==> config.mk <==
export PLATFORM = sky130hd
export DESIGN_NAME = sdz_sqrt
export DESIGN_NICKNAME = d
export VERILOG_FILES = /design/src/rtl/sdz_pkg.sv /design/src/rtl/sdz_sqrt.sv
export SDC_FILE = /design/constraint.sdc
export NUM_CORES = 2
export LEC_CHECK = 0
export BUFFER_PORTS_ARGS = -buffer_cell sky130_fd_sc_hd__buf_4
export CAP_MARGIN = 40
export CORE_ASPECT_RATIO = 1.4
export CORE_UTILIZATION = 60
export DETAILED_ROUTE_END_ITERATION = 12
export PLACE_DENSITY = 0.77
export SYNTH_ARGS = -nofsm -noshare
export SYNTH_HDL_FRONTEND = slang
export SYNTH_SLANG_ARGS = --single-unit
export TNS_END_PERCENT = 30
==> constraint.sdc <==
create_clock -name clk -period 3.9 [get_ports clk]
set_input_delay 0.39 -clock clk [delete_from_list [all_inputs] [get_ports clk]]
set_output_delay 0.39 -clock clk [all_outputs]
set_load 0.1 [all_outputs]
==> src/rtl/sdz_pkg.sv <==
// shared constants and types for the stick dead zone and octagonal gate block
`timescale 1ns / 1ps
package sdz_pkg;

  localparam int AXIS_W   = 8;
  localparam int DZ_W     = 7;
  localparam int SENS_W   = 16;
  localparam int OUT_W    = 16;
  localparam int CFG_AW   = 2;
  localparam int CFG_DW   = 16;
  localparam int MAG_W    = 8;
  localparam int R2_W     = 16;
  localparam int ROOT_W   = 24;
  localparam int NUM1_W   = 45;
  localparam int DEN1_W   = 29;
  localparam int NUM2_W   = 31;
  localparam int DEN2_W   = 14;
  localparam int QUO_W    = 17;
  localparam int MX1_W    = 25;
  localparam int MX2_W    = 26;
  localparam int MX3_W    = 18;

  localparam int FULL_SCALE  = 85;
  localparam int EDGE_NUM    = 16;
  localparam int EDGE_DEN    = 69;
  localparam int MAX_DZ      = 84;
  localparam int SENS_RESET  = 4096;

  localparam logic [CFG_AW-1:0] REG_LEFT_DZ  = 2'd0;
  localparam logic [CFG_AW-1:0] REG_RIGHT_DZ = 2'd1;
  localparam logic [CFG_AW-1:0] REG_CAM_SENS = 2'd2;

  typedef struct packed {
    logic [MAG_W-1:0] a;
    logic [MAG_W-1:0] b;
    logic             sx;
    logic             sy;
    logic             right;
    logic             zero;
  } sdz_side_t;

  typedef struct packed {
    sdz_side_t        s;
    logic [DZ_W-1:0]  t;
  } sdz_rside_t;

endpackage

==> src/rtl/sdz_sqrt.sv <==
// pipelined integer square root of r2 * 2^32, one result bit per stage
`timescale 1ns / 1ps
module sdz_sqrt #(
  parameter int SW = 1
) (
  input  logic                      clk,
  input  logic                      rst,
  input  logic                      en,
  input  logic                      in_valid,
  input  logic [sdz_pkg::R2_W-1:0]  r2,
  input  logic [SW-1:0]             side_in,
  output logic                      out_valid,
  output logic [sdz_pkg::ROOT_W-1:0] root,
  output logic [SW-1:0]             side_out
);
  import sdz_pkg::*;

  localparam int N  = ROOT_W;
  localparam int RW = ROOT_W + 2;

  logic [R2_W-1:0]   r2_s  [N];
  logic [RW-1:0]     rem_s [N];
  logic [ROOT_W-1:0] q_s   [N+1];
  logic              v_s   [N+1];
  logic [SW-1:0]     sd_s  [N+1];

  assign r2_s[0]  = r2;
  assign rem_s[0] = '0;
  assign q_s[0]   = '0;
  assign v_s[0]   = in_valid;
  assign sd_s[0]  = side_in;

  for (genvar j = 0; j < N; j++) begin : g_stage
    localparam int I = N - 1 - j;
    logic [1:0]    pair;
    logic [RW+1:0] cur;
    logic [RW+1:0] trial;
    logic          ge;

    if (I >= 16) begin : g_pair
      assign pair = r2_s[j][2*(I-16)+1 -: 2];
    end else begin : g_zero
      assign pair = 2'b00;
    end

    assign cur   = {rem_s[j], pair};
    assign trial = {2'b00, q_s[j], 2'b01};
    assign ge    = cur >= trial;

    always_ff @(posedge clk) begin
      if (rst) begin
        v_s[j+1] <= 1'b0;
      end else if (en) begin
        v_s[j+1] <= v_s[j];
      end
    end

    always_ff @(posedge clk) begin
      if (en) begin
        q_s[j+1]  <= {q_s[j][ROOT_W-2:0], ge};
        sd_s[j+1] <= sd_s[j];
      end
    end

    if (j < N - 1) begin : g_carry
      always_ff @(posedge clk) begin
        if (en) begin
          rem_s[j+1] <= ge ? RW'(cur - trial) : RW'(cur);
          r2_s[j+1]  <= r2_s[j];
        end
      end
    end
  end

  assign out_valid = v_s[N];
  assign root      = q_s[N];
  assign side_out  = sd_s[N];

endmodule

==> metrics.yaml <==
logic_synthesis:
  synthArstFlopShare_pct: 0
  synthTopCellsByArea: "edfxtp_1, ha_1, xor2_1, xnor2_1, inv_1"
  netlist_area_sq_um: 49600
  yosys.area_share.adder_pct: 8.04
  synth_compound_area_share_pct: 11.4
  synth_xor_area_share_pct: 7.11
  ys_types: 84
  synth_top_area_share_pct: 56.1
  synth_warnings: 0
  synth.area.mux_share_pct: 1.84
  yosysTopAreaCell: "edfxtp_1"
  ys_dominant_reg_cell: "edfxtp_1"
  synth-simple-area-share_pct: 11.1
  ys_seq_area_share_pct: 57.1
  synth_seq_cells: 952
  syn-mean-instance-area_sq_um: 11.7
  syn_nets: 4562
  synth_top_family_by_area: "compound AO/OA/AOI/OAI gates"
  synth_edf_count: 928
  synth_cells: 4231
critical_path:
  required_ps: 4320
  crit_type: "reg -> reg"
  crit_path_end_kind: "flip-flop"
  crit_fanout: 19
  arrival_ps: 4090
  critPathLaunchType: "flip-flop"
global_route:
  antenna_found_initial: 0
  grt_max_degree: 94
  overflow: 0
  track_usage_pct: 23.7
  first_global_vias: 32900
  grt_first_pass_wirelength_mm: 159
sta:
  setup_ws_ps: 226
  fin_tns_setup_ps: 0
  tightest_slew_ps: 833
  hold_slack_ps: 38.9
  fmax_mhz: 272
  hold_viol_final: 0
  fin_crit_ps: 3670
  period_share_pct: 94.2
  setup_violations: 0
  rsz0062_at_grt: "false"
  slew_violations: 0
  slew_headroom_pct: 44.5
  skew_ps: 42.4
routing:
  drc_errors: 0
  dr.pass1.iters: 6
  vias_per_cell: 5.86
  drt_wl_total_mm: 98.2
  wl_per_cell_um: 17.8
  drtAntennaViolNets: 0
  drt_iter0_drc: 1788
  num_vias: 32400
floorplanning:
  io-pin-count: 47
  initial_core_util_pct: 60.7
  die_x_um: 245
  die_h_um: 342
  core-area_sq_um: 81800
  rows: 124
  dieArea_sq_um: 83900
status:
  status: "finished, final reports clean"
final_layout:
  n_antenna_cell: 0
  mostFrequentLayoutCells: "edfxtp_1, inv_1, nor2_1, nand2_1, ha_1"
  final_common_cell: "edfxtp_1"
  drive_gt1_share_pct: 8.17
  fin_nets: 4707
  area_growth_pct: 11.0
clocking:
  postCtsSetupBuffers: 0
  cts-root-buf: "clkbuf_16"
  path_clk_slew_ps: 70
  clkLatencyLatePin_ps: 680
  numCtsBuffers: 91
  htreeDepth: 3
  clockBufferDepth: 3
  cts_num_sinks: 952
  cts_tree: "done"
min_path:
  hp-class: "in -> reg"
placement:
  hpwl_mm: 71.8
  io_buffers: 46
  pre_cts_ws_ps: 226
  place_congestion: 0.867
power_and_ir_drop:
  p_total_mw: 28.6
  ir_drop_mv: 0.497
  power_leakage_nw: 21.5
  p_per_area_nw_per_um2: 520
run:
  maxCapViolCount: 0
-- per-layer routing --
metal / GRT usage (%) / share of wire (%) / up-vias
li1: - / - / 15800
met1: 23.7 / 36 / 15600
met2: 47.0 / 56 / 682
met3: 3.04 / 3.3 / 273
met4: 11.6 / 4.6 / 0
met5: 0 / 0 / -
-- cells by family after synthesis --
| group | after synthesis |
|---|---|
| multiplexers | 84 |
| other | 1 |
| AND/OR/NAND/NOR | 1135 |
| buffers and inverters | 446 |
| AO/OA/AOI/OAI | 900 |
| adder cells (fa/ha/maj) | 310 |
| flip-flops | 952 |
| XOR/XNOR | 403 |
-- registers in the layout, indices dropped and copies added (netlist names) --
name	flops
r2_s	42
sd_s	23
root	24
g_stage.cur	562
side_out	1
v_s	23
out_valid	1
g_stage.trial	276
-- path summary, 6_finish.rpt --
path / to / slack [ps] / from / depth (start not counted)
hold reg to reg: r2_s[343]$_DFFE_PP_ / 400 / r2_s[359]$_DFFE_PP_ / 0
setup / recovery: g_stage[16].cur[5]$_DFFE_PP_ / 230 / g_stage[15].cur[2]$_SDFFCE_PP0P_ / 9
hold / removal: g_stage[1].cur[2]$_DFFE_PP_ / 40 / r2[14] / 2
setup reg to reg: g_stage[16].cur[5]$_DFFE_PP_ / 230 / g_stage[15].cur[2]$_SDFFCE_PP0P_ / 9
-- timing repair --
item                                    4_1_cts  5_1_grt
hold endpoints to repair                     17        0
hold buffers                                 18        0
endpoints found under the setup margin        0        9
gates resized for setup                       0        3
-- worst max-delay path: stages, from the launching register on --
cell and delay (ps):
edfxtp_1 470, ha_1 280, fa_1 440, a211oi_1 360, o21ai_0 210, nand2_1 160, o41ai_1 120, or4_1 770
buf_4 310, mux2_2 280
-- per-stage QoR --
step	instance area [sq um]	cells	utilization, %
after CTS	55100	5526	67.3
after detailed placement	51700	5336	63.2
after floorplan	49600	4231	-
final	55100	5526	67.3
after global placement	51700	5335	63.2
after global routing	55100	5526	67.3
-- power breakdown --
part / total (mW) / internal [mW] / switching (mW) / leakage, nW
logic: 5.54 / 2.40 / 3.14 / 11.2
registers: 13.7 / 12.9 / 0.885 / 8.80
clock network: 9.33 / 5.33 / 4.00 / 1.54
total: 28.6 / 20.6 / 8.02 / 21.5
-- Yosys cell counts (34+ instances only) --
library cell  number
a21o_1           103
edfxtp_1         928
nor2_1           327
xnor2_1          192
nand2_1          298
a21oi_1          269
o21a_1            57
o31ai_1           40
nor3_1           107
clkbuf_1          61
mux2_2            58
inv_1            373
nor4_1            78
o21bai_1          38
o21ai_0          223
or3_1             46
nand2b_1          40
a211oi_1          34
ha_1             295
nand3_1           56
xor2_1           211
-- final cells by class --
cell class                      instances  area (sq um)
Multi-Input combinational cell       2833         19600
Timing Repair Buffer                  123          1150
Fill cell                            5893         26700
Clock buffer                           97          2330
Inverter                              375          1410
Clock inverter                         75           852
Sequential cell                       952         28300
Tap cell                             1071          1340
No activity file was read; power rests on OpenSTA's default activity.
