--- config.mk ---
export PLATFORM = sky130hd
export DESIGN_NAME = sdz_div
export DESIGN_NICKNAME = d
export VERILOG_FILES = /design/src/rtl/sdz_pkg.sv /design/src/rtl/sdz_div.sv
export SDC_FILE = /design/constraint.sdc
export NUM_CORES = 2
export LEC_CHECK = 0
export BUFFER_PORTS_ARGS = -buffer_cell sky130_fd_sc_hd__buf_4
export CORE_ASPECT_RATIO = 1.1
export CORE_MARGIN = 4
export CORE_UTILIZATION = 57
export CTS_BUF_LIST = sky130_fd_sc_hd__clkbuf_8
export DETAILED_ROUTE_END_ITERATION = 8
export PLACE_DENSITY_LB_ADDON = 0.15
export SETUP_SLACK_MARGIN = 0.4
export SLEW_MARGIN = 10
export SYNTH_ARGS = -nofsm -noshare
export SYNTH_HDL_FRONTEND = slang
export SYNTH_SLANG_ARGS = --single-unit
--- constraint.sdc ---
create_clock -name clk -period 7.46 [get_ports clk]
set_input_delay 0.746 -clock clk [delete_from_list [all_inputs] [get_ports clk]]
set_output_delay 0.746 -clock clk [all_outputs]
set_load 0.05 [all_outputs]
--- src/rtl/sdz_pkg.sv ---
// shared constants and types for the stick dead zone and octagonal gate block
`timescale 1ns / 1ps
package sdz_pkg;

  localparam int AXIS_W   = 8;
  localparam int DZ_W     = 7;
  localparam int SENS_W   = 16;
  localparam int OUT_W    = 16;
  localparam int CFG_AW   = 2;
  localparam int CFG_DW   = 16;
  localparam int MAG_W    = 8;
  localparam int R2_W     = 16;
  localparam int ROOT_W   = 24;
  localparam int NUM1_W   = 45;
  localparam int DEN1_W   = 29;
  localparam int NUM2_W   = 31;
  localparam int DEN2_W   = 14;
  localparam int QUO_W    = 17;
  localparam int MX1_W    = 25;
  localparam int MX2_W    = 26;
  localparam int MX3_W    = 18;

  localparam int FULL_SCALE  = 85;
  localparam int EDGE_NUM    = 16;
  localparam int EDGE_DEN    = 69;
  localparam int MAX_DZ      = 84;
  localparam int SENS_RESET  = 4096;

  localparam logic [CFG_AW-1:0] REG_LEFT_DZ  = 2'd0;
  localparam logic [CFG_AW-1:0] REG_RIGHT_DZ = 2'd1;
  localparam logic [CFG_AW-1:0] REG_CAM_SENS = 2'd2;

  typedef struct packed {
    logic [MAG_W-1:0] a;
    logic [MAG_W-1:0] b;
    logic             sx;
    logic             sy;
    logic             right;
    logic             zero;
  } sdz_side_t;

  typedef struct packed {
    sdz_side_t        s;
    logic [DZ_W-1:0]  t;
  } sdz_rside_t;

endpackage

--- src/rtl/sdz_div.sv ---
// pipelined restoring divider, one quotient bit per stage
`timescale 1ns / 1ps
module sdz_div #(
  parameter int NW = 45,
  parameter int DW = 29,
  parameter int QW = 17,
  parameter int SW = 1
) (
  input  logic          clk,
  input  logic          rst,
  input  logic          en,
  input  logic          in_valid,
  input  logic [NW-1:0] num,
  input  logic [DW-1:0] den,
  input  logic [SW-1:0] side_in,
  output logic          out_valid,
  output logic [QW-1:0] quo,
  output logic [SW-1:0] side_out
);
  import sdz_pkg::*;

  localparam int W = (NW > DW + QW) ? NW : DW + QW;

  logic [W-1:0]  rem_s [QW];
  logic [DW-1:0] den_s [QW];
  logic [QW-1:0] q_s   [QW+1];
  logic          v_s   [QW+1];
  logic [SW-1:0] sd_s  [QW+1];

  assign rem_s[0] = W'(num);
  assign den_s[0] = den;
  assign q_s[0]   = '0;
  assign v_s[0]   = in_valid;
  assign sd_s[0]  = side_in;

  for (genvar j = 0; j < QW; j++) begin : g_stage
    localparam int I = QW - 1 - j;
    logic [W-1:0]  shd;
    logic          ge;
    logic [QW-1:0] q_nxt;

    assign shd = W'(den_s[j]) << I;
    assign ge  = rem_s[j] >= shd;

    always_comb begin
      q_nxt    = q_s[j];
      q_nxt[I] = ge;
    end

    always_ff @(posedge clk) begin
      if (rst) begin
        v_s[j+1] <= 1'b0;
      end else if (en) begin
        v_s[j+1] <= v_s[j];
      end
    end

    always_ff @(posedge clk) begin
      if (en) begin
        q_s[j+1]  <= q_nxt;
        sd_s[j+1] <= sd_s[j];
      end
    end

    if (j < QW - 1) begin : g_carry
      always_ff @(posedge clk) begin
        if (en) begin
          rem_s[j+1] <= ge ? rem_s[j] - shd : rem_s[j];
          den_s[j+1] <= den_s[j];
        end
      end
    end
  end

  assign out_valid = v_s[QW];
  assign quo       = q_s[QW];
  assign side_out  = sd_s[QW];

endmodule

==> impl_metrics.toml <==
[global_route]
antenna_found_initial = 3
grt_max_degree = 156
grt_pass1_wl_mm = 279.5
grt.total_usage_pct = 25.66
grt_pass1_vias = 54013
grt.overflow.total = 0

[yosys]
syn_inst = 6851
yosysTopAreaCell = "edfxtp_1"
synth.net_count = 7439
yosys-top-cells-count = "edfxtp_1, inv_1, a21oi_1, nand2_1, ha_1"
yosysWarnings = 0
netlist_top_cells_area = "edfxtp_1, ha_1, a21oi_1"
yosysSeqAreaShare_pct = 54.37
async_flop_share_pct = 0
synth_flop_cell = "edfxtp_1"
yosysMostFrequentCell = "edfxtp_1"
synth_edf_count = 1370
netlist_area_um2 = 76290
ys_ff_latch = 1387
synth_top_area_share_pct = 53.93
synth.distinct_cells = 103
synth.avg_cell_area_um2 = 11.13

[sta]
setup_viol = 0
fin_crit_sh_pct = 61.31
tightest_slew_ns = 1.255
final_hold_viol_count = 0
rsz0062_at_grt = "no"
clock.fmax_mhz = 218.6
post-route-min-period_ns = 4.574
fin_setup_tns_ns = 0
slew_headroom_pct = 15.56
drv_slew = 0
fin_skew_ns = 0.05631

[worst_setup_path]
rr_worst_depth = 13
critical_path.max_fanout = 4
crit_arrival_ns = 5.25
path_class = "flop to flop"
slowest_stage = "nor4_1"
cp_common_cell = "nor3_1"
required_ns = 8.14
critPathCaptureType = "flop"
start_kind = "flop"
worstPathCellList = "inv_1 > ha_1 > fa_1 > nor2b_1 > o2111ai_1 > and3_1 > nor3_1 > nor3_1 > o31ai_1 > a41oi_1 > nor4_1 > nor3_1 > xor2_1"
slowest_delay_ns = 0.81

[floorplan]
start_util_pct = 57.53
io_pins = 98
coreArea_um2 = 132600
die_x_um = 356.8
dieHeight_um = 391.7
die-area_um2 = 139800
rows = 140

[clocking]
clkSinkCount = 1387
ctsRootBufferMaster = "clkbuf_8"
clk_latency_ns = 0.97
htreeDepth = 4
cts.repair.resized = 0
cts_max_path_buffers = 3
numCtsBuffers = 220
clk_pin_slew_ns = 0.06
cts_tree = "yes"

[route]
post_drt_wl_per_cell_um = 19.81
ant_nets = 0
top_layer_used = "met4"
wirelength_mm = 179.3
drt_iter0_drc = 3010
met1Wirelength_mm = 56.01
wl_met2_mm = 100.7
dr.pass1.iters = 6
vias_per_cell = 5.805
wl_met3_mm = 5.549
route.detailed.drc = 0
vias = 52532

[run]
maxCapViolCount = 0

[finish]
area_growth_pct = 9.710
drive_gt1_share_pct = 8.171
finalNetCount = 7679
num-fill-cells = 10418
finalNonFillerCells = 9049

[placed_design]
dp_hpwl_mm = 138.4
io_buffers = 97
dp.cells = 8595
gp_congestion = 0.9758

[hold_path]
holdCritPathClass = "primary input to flop"
min_path_cells = 2

[outcome]
status = "completed"

[power_and_ir_drop]
p_leak_uw = 0.03316
ir_worst_vdd_v = 0.0002316
cellPowerDensity_nw_per_um2 = 370.4
## layout make-up
| cell class | count | area, um2 | share of cell area, % |
|---|---|---|---|
| tap | 1775 | 2221 | 2.654 |
| sequential | 1387 | 41480 | 49.56 |
| multi-input combinational | 4674 | 31910 | 38.13 |
| antenna | 4 | 10.01 | 0.01196 |
| clock inverter | 181 | 1090 | 1.302 |
| inverter | 628 | 2357 | 2.817 |
| timing repair buffer | 180 | 1594 | 1.905 |
| clock buffer | 220 | 3028 | 3.618 |
## metrics by stage
step           utilization (%)  setup slack (ns)  hold WS (ns)  total power (uW)  area (um2)
2_1_floorplan                -             3.968        0.4003             21400       76290
3_3_place_gp             59.63             3.061        0.4002             24620       79070
3_5_place_dp             59.63             2.959        0.4045             24880       79070
4_1_cts                  63.11             2.934      0.001348             31060       83680
5_1_grt                  63.11             2.725       0.04783             33070       83690
6_report                 63.12             2.886        0.1262             31000       83690
## repair_timing
action | CTS | global route
setup buffers | 0 | 0
hold endpoints to repair | 49 | 0
hold buffers | 49 | 0
## power by group
part | internal, uW | leakage [uW] | switching [uW]
registers | 11100 | 0.0134 | 1120
clock network | 3030 | 0.00239 | 3030
logic | 5270 | 0.0174 | 7470
total | 19400 | 0.0332 | 11600
## worst max-delay path: cells and delay by family (launching register included)
family | cells | cell delay [ns]
simple gates | 6 | 2.05
compound gates | 3 | 1.06
fa+ha+maj | 2 | 0.63
flops | 1 | 0.35
xor+xnor | 1 | 0.18
buf+inv | 1 | 0.05
## flip-flops by register name, summed over array words and instances (netlist names)
signal         flops
den_s            464
g_stage.q_nxt    136
quo               17
out_valid          1
rem_s            736
v_s               16
sd_s              16
side_out           1
## cell usage in the layout (no fill, tap or decap), types with 16 or more instances in the layout
master         synthesis  final
o31ai_1               32     32
xnor2_1              257    257
nand2_1              524    523
mux2_2                75     75
a211o_1               17     17
fa_1                  16     16
nor2b_1               65     65
dfxtp_1               17     17
o211ai_1              36     36
a21oi_1              566    566
nand4b_1              18     18
nor2_1               472    470
nor4b_1               19     17
or3_1                 42     42
a21o_1               217    217
clkinv_2               0     33
o21bai_1              70     70
nor4_1                72     70
o22ai_1               17     17
clkbuf_8               0    220
o21a_1                74     74
edfxtp_1            1370   1370
inv_1                625    703
dlygate4sd3_1          0     49
and2_1                24     24
o21ai_0              454    454
or2_2                 29     29
or4_1                 29     29
nor3_1               119    118
a31oi_1               57     56
mux2i_1               22     22
and3_1                42     42
nand4_1               81     81
buf_4                  1    122
xor2_1               258    258
clkinv_1               2     47
nand2b_1              60     60
a211oi_1              43     43
nand3_1              106    106
ha_1                 493    493
## kinds of logic (layout without fill, tap and decap cells)
kind of cell / after synthesis / after routing / share of synthesized area [%]
flip-flops: 1387 / 1387 / 54.37
AO/OA/AOI/OAI: 1777 / 1777 / 14.48
other: 0 / 4 / 0
adder cells (fa/ha/maj): 509 / 509 / 8.506
AND/OR/NAND/NOR: 1776 / 1776 / 11.38
multiplexers: 97 / 97 / 1.396
XOR/XNOR: 515 / 515 / 5.913
buffers and inverters: 790 / 1209 / 3.949
## final timing paths
| check | start | end | slack [ns] |
|---|---|---|---|
| setup / recovery | rem_s[235] | rem_s[227] | 2.89 |
| hold reg to reg | g_stage[16].q_nxt[7] | quo[7] | 0.38 |
| hold / removal | rst | v_s[5] | 0.13 |
| setup reg to reg | rem_s[235] | rem_s[227] | 2.89 |
## routing by layer
layer | GRT usage [%] | vias up
met3 | 3.705 | 638
li1 | - | 25708
met2 | 51.89 | 1397
met5 | 0 | -
met1 | 21.43 | 24789
met4 | 20.90 | 0
(Power assumes the default switching activity.)
